<file path="config.mk">
export PLATFORM = sky130hd
export DESIGN_NAME = i2c_master_byte_engine
export DESIGN_NICKNAME = d
export VERILOG_FILES = /design/src/i2cm_pkg.sv /design/src/i2cm_queue.sv /design/src/i2cm_front.sv /design/src/i2cm_engine.sv /design/src/i2c_master_byte_engine.sv
export SDC_FILE = /design/constraint.sdc
export NUM_CORES = 1
export LEC_CHECK = 0
export BUFFER_PORTS_ARGS = -buffer_cell sky130_fd_sc_hd__buf_2
export CAP_MARGIN = 5
export CORE_ASPECT_RATIO = 0.8
export CORE_MARGIN = 2
export CORE_UTILIZATION = 40
export DETAILED_ROUTE_END_ITERATION = 6
export PLACE_DENSITY = 0.66
export RECOVER_POWER = 100
export SLEW_MARGIN = 10
export SYNTH_ARGS = -nofsm -noshare
export SYNTH_HDL_FRONTEND = slang
export SYNTH_SLANG_ARGS = --single-unit
</file>
<file path="constraint.sdc">
create_clock -name i_clk -period 9 [get_ports i_clk]
set_input_delay 2.25 -clock i_clk [delete_from_list [all_inputs] [get_ports i_clk]]
set_output_delay 2.25 -clock i_clk [all_outputs]
set_load 0.02 [all_outputs]
</file>
<file path="src/i2cm_pkg.sv">
// ----------------------------------------------------------------------------
// i2cm_pkg
// Shared types and constants for the I2C master byte engine.
// ----------------------------------------------------------------------------
package i2cm_pkg;

    localparam int          WAIT_BITS_DEF   = 10;
    localparam int          PT_W            = 10;
    localparam logic [9:0]  PHASE_TICKS_RST = 10'd10;

    typedef enum logic [1:0] {
        K_START = 2'd0,
        K_STOP  = 2'd1,
        K_WRITE = 2'd2,
        K_READ  = 2'd3
    } t_kind;

    // One time-base tick as held in the command queue.
    typedef struct packed {
        logic       has_cmd;
        t_kind      kind;
        logic [7:0] tx_byte;
        logic       send_nack;
        logic       sda_in;
    } t_tick;

    // Pin and status snapshot produced for each tick.
    typedef struct packed {
        logic       scl_out;
        logic       sda_pull_low;
        logic       ready_res;
        logic       done_res;
        logic       ack_missing;
        logic [7:0] rx_byte;
    } t_result;

endpackage

</file>
<file path="src/i2cm_queue.sv">
// ----------------------------------------------------------------------------
// i2cm_queue
// Two-entry first-in first-out queue with full and empty flags decoded from a registered count.
// ----------------------------------------------------------------------------
module i2cm_queue #(
    parameter int WIDTH = 8
) (
    input  logic             i_clk,
    input  logic             i_rst_n,
    input  logic             i_wr_en,
    input  logic [WIDTH-1:0] i_wr_data,
    output logic             o_full,
    input  logic             i_rd_en,
    output logic             o_rd_valid,
    output logic [WIDTH-1:0] o_rd_data
);

    logic [WIDTH-1:0] r_mem [2];
    logic             r_wp;
    logic             r_rp;
    logic [1:0]       r_cnt;
    logic             wr;
    logic             rd;

    assign o_full     = (r_cnt == 2'd2);
    assign o_rd_valid = (r_cnt != 2'd0);
    assign o_rd_data  = r_mem[r_rp];
    assign wr         = i_wr_en && !o_full;
    assign rd         = i_rd_en && o_rd_valid;

    always_ff @(posedge i_clk) begin
        if (!i_rst_n) begin
            r_wp  <= 1'b0;
            r_rp  <= 1'b0;
            r_cnt <= 2'd0;
        end else begin
            if (wr) begin
                r_wp <= ~r_wp;
            end
            if (rd) begin
                r_rp <= ~r_rp;
            end
            if (wr && !rd) begin
                r_cnt <= r_cnt + 2'd1;
            end else if (rd && !wr) begin
                r_cnt <= r_cnt - 2'd1;
            end
        end
    end

    always_ff @(posedge i_clk) begin
        if (wr) begin
            r_mem[r_wp] <= i_wr_data;
        end
    end

endmodule

</file>
<file path="src/i2cm_front.sv">
// ----------------------------------------------------------------------------
// i2cm_front
// Accepts ticks, qualifies the command fields and queues them for the engine.
// ----------------------------------------------------------------------------
module i2cm_front
    import i2cm_pkg::*;
(
    input  logic       i_clk,
    input  logic       i_rst_n,
    input  logic       i_valid,
    output logic       o_stall,
    input  logic       i_cmd_valid,
    input  logic [1:0] i_kind,
    input  logic [7:0] i_tx_byte,
    input  logic       i_send_nack,
    input  logic       i_sda_in,
    input  logic       i_pop,
    output logic       o_tick_valid,
    output t_tick      o_tick
);

    t_tick tick;
    logic  full;

    // Fields a command does not use are zeroed so the engine sees clean data.
    always_comb begin
        tick.has_cmd   = i_cmd_valid;
        tick.kind      = t_kind'(i_kind);
        tick.sda_in    = i_sda_in;
        tick.tx_byte   = (t_kind'(i_kind) == K_WRITE) ? i_tx_byte : 8'h00;
        tick.send_nack = (t_kind'(i_kind) == K_READ) ? i_send_nack : 1'b0;
    end

    assign o_stall = full;

    i2cm_queue #(
        .WIDTH ($bits(t_tick))
    ) u_queue (
        .i_clk      (i_clk),
        .i_rst_n    (i_rst_n),
        .i_wr_en    (i_valid),
        .i_wr_data  (tick),
        .o_full     (full),
        .i_rd_en    (i_pop),
        .o_rd_valid (o_tick_valid),
        .o_rd_data  (o_tick)
    );

endmodule

</file>
<file path="src/i2cm_engine.sv">
// ----------------------------------------------------------------------------
// i2cm_engine
// Bus phase machine: advances one step per queued tick and forms the result.
// ----------------------------------------------------------------------------
module i2cm_engine
    import i2cm_pkg::*;
#(
    parameter int WAIT_BITS = WAIT_BITS_DEF
) (
    input  logic            i_clk,
    input  logic            i_rst_n,
    input  logic            i_cfg_wr_en,
    input  logic [PT_W-1:0] i_cfg_wr_data,
    input  logic            i_tick_valid,
    input  t_tick           i_tick,
    output logic            o_pop,
    input  logic            i_out_full,
    output logic            o_res_valid,
    output t_result         o_res
);

    localparam int          LIM_W = (WAIT_BITS > PT_W) ? WAIT_BITS : PT_W;
    localparam logic [LIM_W-1:0] WAIT_MAX = LIM_W'((64'd1 << WAIT_BITS) - 64'd1);

    typedef enum logic [4:0] {
        PH_IDLE, PH_S_REL, PH_S_SCLH, PH_S_SDAL, PH_S_SCLL,
        PH_P_LOW, PH_P_SCLH, PH_P_REL,
        PH_W_SETUP, PH_W_HIGH, PH_W_AREL, PH_W_AHIGH, PH_W_ALOW,
        PH_R_REL, PH_R_HIGH, PH_R_LOW, PH_R_ASET, PH_R_AHIGH, PH_R_ALOW
    } t_phase;

    logic [PT_W-1:0]      r_phase_ticks;
    t_phase               r_phase,     n_phase;
    logic [3:0]           r_bit_count, n_bit_count;
    logic [WAIT_BITS-1:0] r_wait,      n_wait;
    logic [7:0]           r_shift,     n_shift;
    t_kind                r_kind,      n_kind;
    logic                 r_nack,      n_nack;
    logic                 r_ack,       n_ack;
    logic                 r_scl,       n_scl;
    logic                 r_sda,       n_sda;
    logic [7:0]           r_rx,        n_rx;
    logic                 n_done;
    logic                 entered;
    logic [LIM_W-1:0]     pt_ext;
    logic [LIM_W-1:0]     lim;
    logic [3:0]           bit_inc;

    assign o_pop       = i_tick_valid && !i_out_full;
    assign o_res_valid = o_pop;

    assign pt_ext  = LIM_W'(r_phase_ticks);
    assign lim     = (pt_ext > WAIT_MAX) ? WAIT_MAX : pt_ext;
    assign bit_inc = r_bit_count + 4'd1;

    always_comb begin
        n_phase     = r_phase;
        n_bit_count = r_bit_count;
        n_wait      = r_wait;
        n_shift     = r_shift;
        n_kind      = r_kind;
        n_nack      = r_nack;
        n_ack       = r_ack;
        n_rx        = r_rx;
        n_done      = 1'b0;
        entered     = 1'b0;

        if (r_phase == PH_IDLE) begin
            if (i_tick.has_cmd) begin
                n_kind      = i_tick.kind;
                n_bit_count = 4'd0;
                entered     = 1'b1;
                case (i_tick.kind)
                    K_START: n_phase = PH_S_REL;
                    K_STOP:  n_phase = PH_P_LOW;
                    K_WRITE: begin
                        n_shift = i_tick.tx_byte;
                        n_phase = PH_W_SETUP;
                    end
                    default: begin
                        n_shift = 8'h00;
                        n_nack  = i_tick.send_nack;
                        n_phase = PH_R_REL;
                    end
                endcase
            end
        end else if (LIM_W'(r_wait) < lim) begin
            n_wait = r_wait + WAIT_BITS'(1);
        end else begin
            entered = 1'b1;
            case (r_phase)
                PH_S_REL:   n_phase = PH_S_SCLH;
                PH_S_SCLH:  n_phase = PH_S_SDAL;
                PH_S_SDAL:  n_phase = PH_S_SCLL;
                PH_P_LOW:   n_phase = PH_P_SCLH;
                PH_P_SCLH:  n_phase = PH_P_REL;
                PH_W_SETUP: n_phase = PH_W_HIGH;
                PH_W_HIGH: begin
                    n_shift     = {r_shift[6:0], 1'b0};
                    n_bit_count = bit_inc;
                    n_phase     = (bit_inc >= 4'd8) ? PH_W_AREL : PH_W_SETUP;
                end
                PH_W_AREL:  n_phase = PH_W_AHIGH;
                PH_W_AHIGH: begin
                    n_ack   = i_tick.sda_in;
                    n_phase = PH_W_ALOW;
                end
                PH_R_REL:   n_phase = PH_R_HIGH;
                PH_R_HIGH: begin
                    n_shift     = {r_shift[6:0], i_tick.sda_in};
                    n_bit_count = bit_inc;
                    n_phase     = PH_R_LOW;
                end
                PH_R_LOW: begin
                    if (r_bit_count >= 4'd8) begin
                        n_rx    = r_shift;
                        n_phase = PH_R_ASET;
                    end else begin
                        n_phase = PH_R_HIGH;
                    end
                end
                PH_R_ASET:  n_phase = PH_R_AHIGH;
                PH_R_AHIGH: n_phase = PH_R_ALOW;
                default: begin
                    // Last segment of a command has run out: back to idle.
                    n_phase = PH_IDLE;
                    n_done  = 1'b1;
                end
            endcase
        end

        if (entered) begin
            n_wait = '0;
        end
    end

    // Pin levels set on entry to a segment, using the updated shift and flags.
    always_comb begin
        n_scl = r_scl;
        n_sda = r_sda;
        if (entered) begin
            case (n_phase)
                PH_S_REL:   n_sda = 1'b0;
                PH_S_SCLH:  n_scl = 1'b1;
                PH_S_SDAL:  n_sda = 1'b1;
                PH_S_SCLL:  n_scl = 1'b0;
                PH_P_LOW: begin
                    n_scl = 1'b0;
                    n_sda = 1'b1;
                end
                PH_P_SCLH:  n_scl = 1'b1;
                PH_P_REL:   n_sda = 1'b0;
                PH_W_SETUP: begin
                    n_scl = 1'b0;
                    n_sda = ~n_shift[7];
                end
                PH_W_HIGH:  n_scl = 1'b1;
                PH_W_AREL: begin
                    n_scl = 1'b0;
                    n_sda = 1'b0;
                end
                PH_W_AHIGH: n_scl = 1'b1;
                PH_W_ALOW:  n_scl = 1'b0;
                PH_R_REL:   n_sda = 1'b0;
                PH_R_HIGH:  n_scl = 1'b1;
                PH_R_LOW:   n_scl = 1'b0;
                PH_R_ASET:  n_sda = ~n_nack;
                PH_R_AHIGH: n_scl = 1'b1;
                PH_R_ALOW:  n_scl = 1'b0;
                default: begin
                    n_scl = r_scl;
                    n_sda = r_sda;
                end
            endcase
        end
    end

    always_comb begin
        o_res.scl_out      = n_scl;
        o_res.sda_pull_low = n_sda;
        o_res.ready_res    = (n_phase == PH_IDLE);
        o_res.done_res     = n_done;
        o_res.ack_missing  = n_ack;
        o_res.rx_byte      = n_rx;
    end

    always_ff @(posedge i_clk) begin
        if (!i_rst_n) begin
            r_phase_ticks <= PHASE_TICKS_RST;
            r_phase       <= PH_IDLE;
            r_bit_count   <= 4'd0;
            r_wait        <= '0;
            r_shift       <= 8'h00;
            r_kind        <= K_START;
            r_nack        <= 1'b0;
            r_ack         <= 1'b0;
            r_scl         <= 1'b1;
            r_sda         <= 1'b0;
            r_rx          <= 8'h00;
        end else begin
            if (i_cfg_wr_en) begin
                r_phase_ticks <= i_cfg_wr_data;
            end
            if (o_pop) begin
                r_phase     <= n_phase;
                r_bit_count <= n_bit_count;
                r_wait      <= n_wait;
                r_shift     <= n_shift;
                r_kind      <= n_kind;
                r_nack      <= n_nack;
                r_ack       <= n_ack;
                r_scl       <= n_scl;
                r_sda       <= n_sda;
                r_rx        <= n_rx;
            end
        end
    end

endmodule

</file>
<file path="src/i2c_master_byte_engine.sv">
// ----------------------------------------------------------------------------
// i2c_master_byte_engine
// I2C master that runs start, stop, write-byte and read-byte commands.
// ----------------------------------------------------------------------------
// Each input transfer is one time-base tick; it may carry a command, which is
// taken only while the engine is idle. SCL is driven push-pull and SDA is
// open-drain (o_sda_pull_low). Every tick yields exactly one output transfer
// with the pin levels and status after that tick.
// Ticks enter a two-entry input queue; the phase machine takes one tick per
// clock cycle from it while the output queue has room (throughput is set by
// its single step) and writes the result into a two-entry output queue. A
// tick is registered in the input queue and its result in the output queue
// before it is offered. Each bus segment lasts phase_ticks + 1 ticks, written
// through i_cfg_wr_en. Reset empties both queues, idles the bus (SCL high,
// SDA released) and sets phase_ticks to 10. When the receiver stalls, results
// collect in the output queue; once it is full the engine pauses and the
// input queue fills, after which o_stall rises. No tick is dropped or repeated.
// ----------------------------------------------------------------------------
module i2c_master_byte_engine
    import i2cm_pkg::*;
#(
    parameter int WAIT_BITS = WAIT_BITS_DEF
) (
    input  logic            i_clk,
    input  logic            i_rst_n,
    input  logic            i_cfg_wr_en,
    input  logic [PT_W-1:0] i_cfg_wr_data,
    input  logic            i_valid,
    output logic            o_stall,
    input  logic            i_cmd_valid,
    input  logic [1:0]      i_kind,
    input  logic [7:0]      i_tx_byte,
    input  logic            i_send_nack,
    input  logic            i_sda_in,
    output logic            o_valid,
    input  logic            i_stall,
    output logic            o_scl_out,
    output logic            o_sda_pull_low,
    output logic            o_ready_res,
    output logic            o_done_res,
    output logic            o_ack_missing,
    output logic [7:0]      o_rx_byte
);

    logic    tick_valid;
    t_tick   tick;
    logic    pop;
    logic    out_full;
    logic    res_valid;
    t_result res;
    t_result out_res;

    i2cm_front u_front (
        .i_clk        (i_clk),
        .i_rst_n      (i_rst_n),
        .i_valid      (i_valid),
        .o_stall      (o_stall),
        .i_cmd_valid  (i_cmd_valid),
        .i_kind       (i_kind),
        .i_tx_byte    (i_tx_byte),
        .i_send_nack  (i_send_nack),
        .i_sda_in     (i_sda_in),
        .i_pop        (pop),
        .o_tick_valid (tick_valid),
        .o_tick       (tick)
    );

    i2cm_engine #(
        .WAIT_BITS (WAIT_BITS)
    ) u_engine (
        .i_clk         (i_clk),
        .i_rst_n       (i_rst_n),
        .i_cfg_wr_en   (i_cfg_wr_en),
        .i_cfg_wr_data (i_cfg_wr_data),
        .i_tick_valid  (tick_valid),
        .i_tick        (tick),
        .o_pop         (pop),
        .i_out_full    (out_full),
        .o_res_valid   (res_valid),
        .o_res         (res)
    );

    i2cm_queue #(
        .WIDTH ($bits(t_result))
    ) u_out_queue (
        .i_clk      (i_clk),
        .i_rst_n    (i_rst_n),
        .i_wr_en    (res_valid),
        .i_wr_data  (res),
        .o_full     (out_full),
        .i_rd_en    (!i_stall),
        .o_rd_valid (o_valid),
        .o_rd_data  (out_res)
    );

    assign o_scl_out      = out_res.scl_out;
    assign o_sda_pull_low = out_res.sda_pull_low;
    assign o_ready_res    = out_res.ready_res;
    assign o_done_res     = out_res.done_res;
    assign o_ack_missing  = out_res.ack_missing;
    assign o_rx_byte      = out_res.rx_byte;

endmodule
</file>
==> results.md <==
- Area delta synth->final: 11.7%
- Synthesized flop and latch total: approximately 110
- Final cell count without fillers: 709
- MaxCap Viol Count: 0
- Placed insts: 693
- Yosys cell types: 59
- Clock transition at path regs: 0.07 ns
- Async SR Flop Fraction: 0%
- Fin nets: 571
- Required time of the critical path: 6.75 ns
- Root Driver: clkbuf_16
- Switching pwr: 578 µW
- Total gr overflow: 0
- CP max FO: 13
- DR pass1 iterations: 4
- Ys flop type: dfxtp_1
- # hold bufs at CTS: 0
- Crit path kind: flip-flop to output pin
- Final setup vio count: 0
- Post-Synthesis Cells: around 500
- Worst Skew: 0.00772 ns
- DRC: 0
- Fin Setup TNS: 0 ns
- Die ar.: 14000 µm²
- CP Capture Type: output pin
- Ys Warns: 0
- Worst path arrival time: 1.66 ns
- N_diodes: 0
- Clock sinks: between 100 and 150
- Fin crit period: 3.91 ns
- RSZ-0062 raised after global routing: false
- Die Wd: roughly 130 µm
- Initial antenna violation count: 0
- Power per cell area: 280 nW/µm²
- Std-Cell Rows: 37
- Share of layout cells above drive strength 1: between 10% and 20%
- CTS Buf Count: 9
- Max Slew Vio Count: 0
- Status: finished clean
- Ports: 43
- Peak VDD IR: roughly 0.17 mV
- H-tree lvl count: 3
- DR vias/cell: ~5.2
- Switch share: 35.5%
- DRT iter0 DRCs: 248
- Post-synth EDFFs: 52
- All-Layer GR Usage: between 15 and 20%
- Most frequent cells in the layout: nor2_1, dfxtp_1, edfxtp_1
- Initial Util: between 40 and 50%
- Synthesized net count: 538
- Synth Cell Area: 5220 µm²
- Max_slew headroom: 3.89%
- Routability Congestion: 0.880
- Post-DR wirelength/cell: 14.6 µm
- Logic pwr share: between 30% and 40%
- First-pass GRT wire length: 17400 µm
- Via count: 3665
- PortBufs: 42
- Commonest non-fill, non-tap cell in the layout: nor2_1
- Peak Freq: 256 MHz
- Syn avg cell area: 10.5 µm²
- Cell area after placement: 5570 µm²
- Seq pwr share: 43.9%
- Clock network fraction of design power: between 20% and 30%
- Clock Path Buffers: 2
- CTS tree: built
- Worst slew pin tran: 1.44 ns
- Worst-Skew Late Latency: 0.35 ns
- Final hold vios: 0
- Post-CTS Setup Bufs: 0
- DRT antenna net count: 0
- Int Pwr: 1050 µW
- Sequential share of the synthesized area: 52.6%
- CP Launch Type: flip-flop
- Number of global-route vias before repair: 3600
- Leakage dissipation: about 0.0021 µW
- Largest net degree at the start of global routing: 47
- Chip height: 106 µm
- Post-detail-place hpwl: roughly 7500 µm
- Core ar.: 12800 µm²
- Final WL: ~10000 µm
- Final period util: 43.4%
- Post-route cell area: 5830 µm²
- CTS resizes: 0
- Hold/Removal Path Class: flip-flop to flip-flop
## through the flow
step | hold slack (ns) | total power (µW) | setup slack, ns | util [%]
floorplan | 0.434 | 1110 | 5.61 | -
global placement | 0.442 | 1230 | 5.42 | 43.6
detailed placement | 0.451 | 1250 | 5.28 | 43.6
CTS | 0.461 | 1660 | 5.05 | 46.0
global route | 0.491 | 1730 | 4.76 | 45.6
finish | 0.457 | 1630 | 5.09 | 45.6
## state kept, by name, indices dropped and copies added (netlist names), named ones only
register and flops:
u_out_queue.r_rp 1, u_engine.r_ack 1, u_out_queue.r_cnt 2, u_engine.r_shift 8
u_engine.r_phase 5, u_front.u_queue.r_wp 1, u_engine.r_sda 1, u_engine.pt_ext 10
u_engine.r_scl 1, u_engine.r_rx 8, u_front.u_queue.r_rp 1, u_out_queue.r_wp 1
u_engine.r_wait 10, u_front.u_queue.r_mem 26, u_out_queue.r_mem 26, u_engine.r_bit_count 4
u_engine.r_nack 1, u_front.u_queue.r_cnt 2
## critical path, stage by stage (launching register included)
cell and delay, ns:
dfxtp_1 0.72, mux2_2 0.41, clkbuf_1 0.17
## cell families (layout without fill, tap and decap cells)
logic type / after synthesis / in the layout / synth area share (%)
buffers and inverters: 40 / 78 / 3.09
DFF: 111 / 111 / 52.6
adders and majority gates: 14 / 14 / 3.36
AOI/OAI and AO/OA: 88 / 88 / 11.1
xor gates and xnor gates: 18 / 18 / 3.02
and+or+nand+nor: 170 / 170 / 15.7
muxes: 55 / 55 / 11.2
## power by group through the flow
stage | Sequential, µW | Combinational, µW | Clock, µW
6_report | 716 | 515 | 399
5_1_grt | 729 | 573 | 428
4_1_cts | 716 | 531 | 414
3_5_place_dp | 728 | 526 | 0
3_3_place_gp | 721 | 513 | 0
2_1_floorplan | 683 | 424 | 0
## synthesized netlist by cell type, drive strengths merged (9+ instances only)
cell type	n	area [µm²]
a211oi	12	100
a21oi	28	140
and2	10	62.6
buf	12	56.3
clkbuf	11	41.3
dfxtp	59	1180
edfxtp	52	1560
ha	14	175
inv	17	63.8
mux2	27	304
mux2i	28	280
nand2	33	124
nor2	73	284
nor3	9	55.1
o21ai	15	75.1
xor2	15	131
## final timing paths
| kind | start | endpoint | cells after the start | slack [ns] |
|---|---|---|---|---|
| min | u_engine.r_ack | u_engine.r_ack | 2 | 0.46 |
| min reg2reg | u_engine.r_ack | u_engine.r_ack | 2 | 0.46 |
| max reg2reg | u_engine.r_wait[7] | u_out_queue.r_mem[0][11] | 10 | 5.13 |
| max | flip-flop | o_rx_byte[1] | 2 | 5.09 |
## cell type report
| class | instances | area [µm²] |
|---|---|---|
| Fill cell | 1232 | 6950 |
| Clock inverter | 7 | 77.6 |
| Inverter | 17 | 63.8 |
| Multi-Input combinational cell | 345 | 2310 |
| Clock buffer | 9 | 225 |
| Sequential cell | 111 | 2740 |
| Tap cell | 175 | 219 |
| Timing Repair Buffer | 45 | 198 |
## layer usage
layer,routed length (µm),share of wire [%],vias up,track usage (%)
met2,4290,41,91,23.5
met3,571,5.5,16,3.72
met4,147,1.4,0,5.67
met1,5340,52,1709,21.9
met5,0,0,-,0
li1,-,-,1849,-
(Power assumes the default switching activity.)
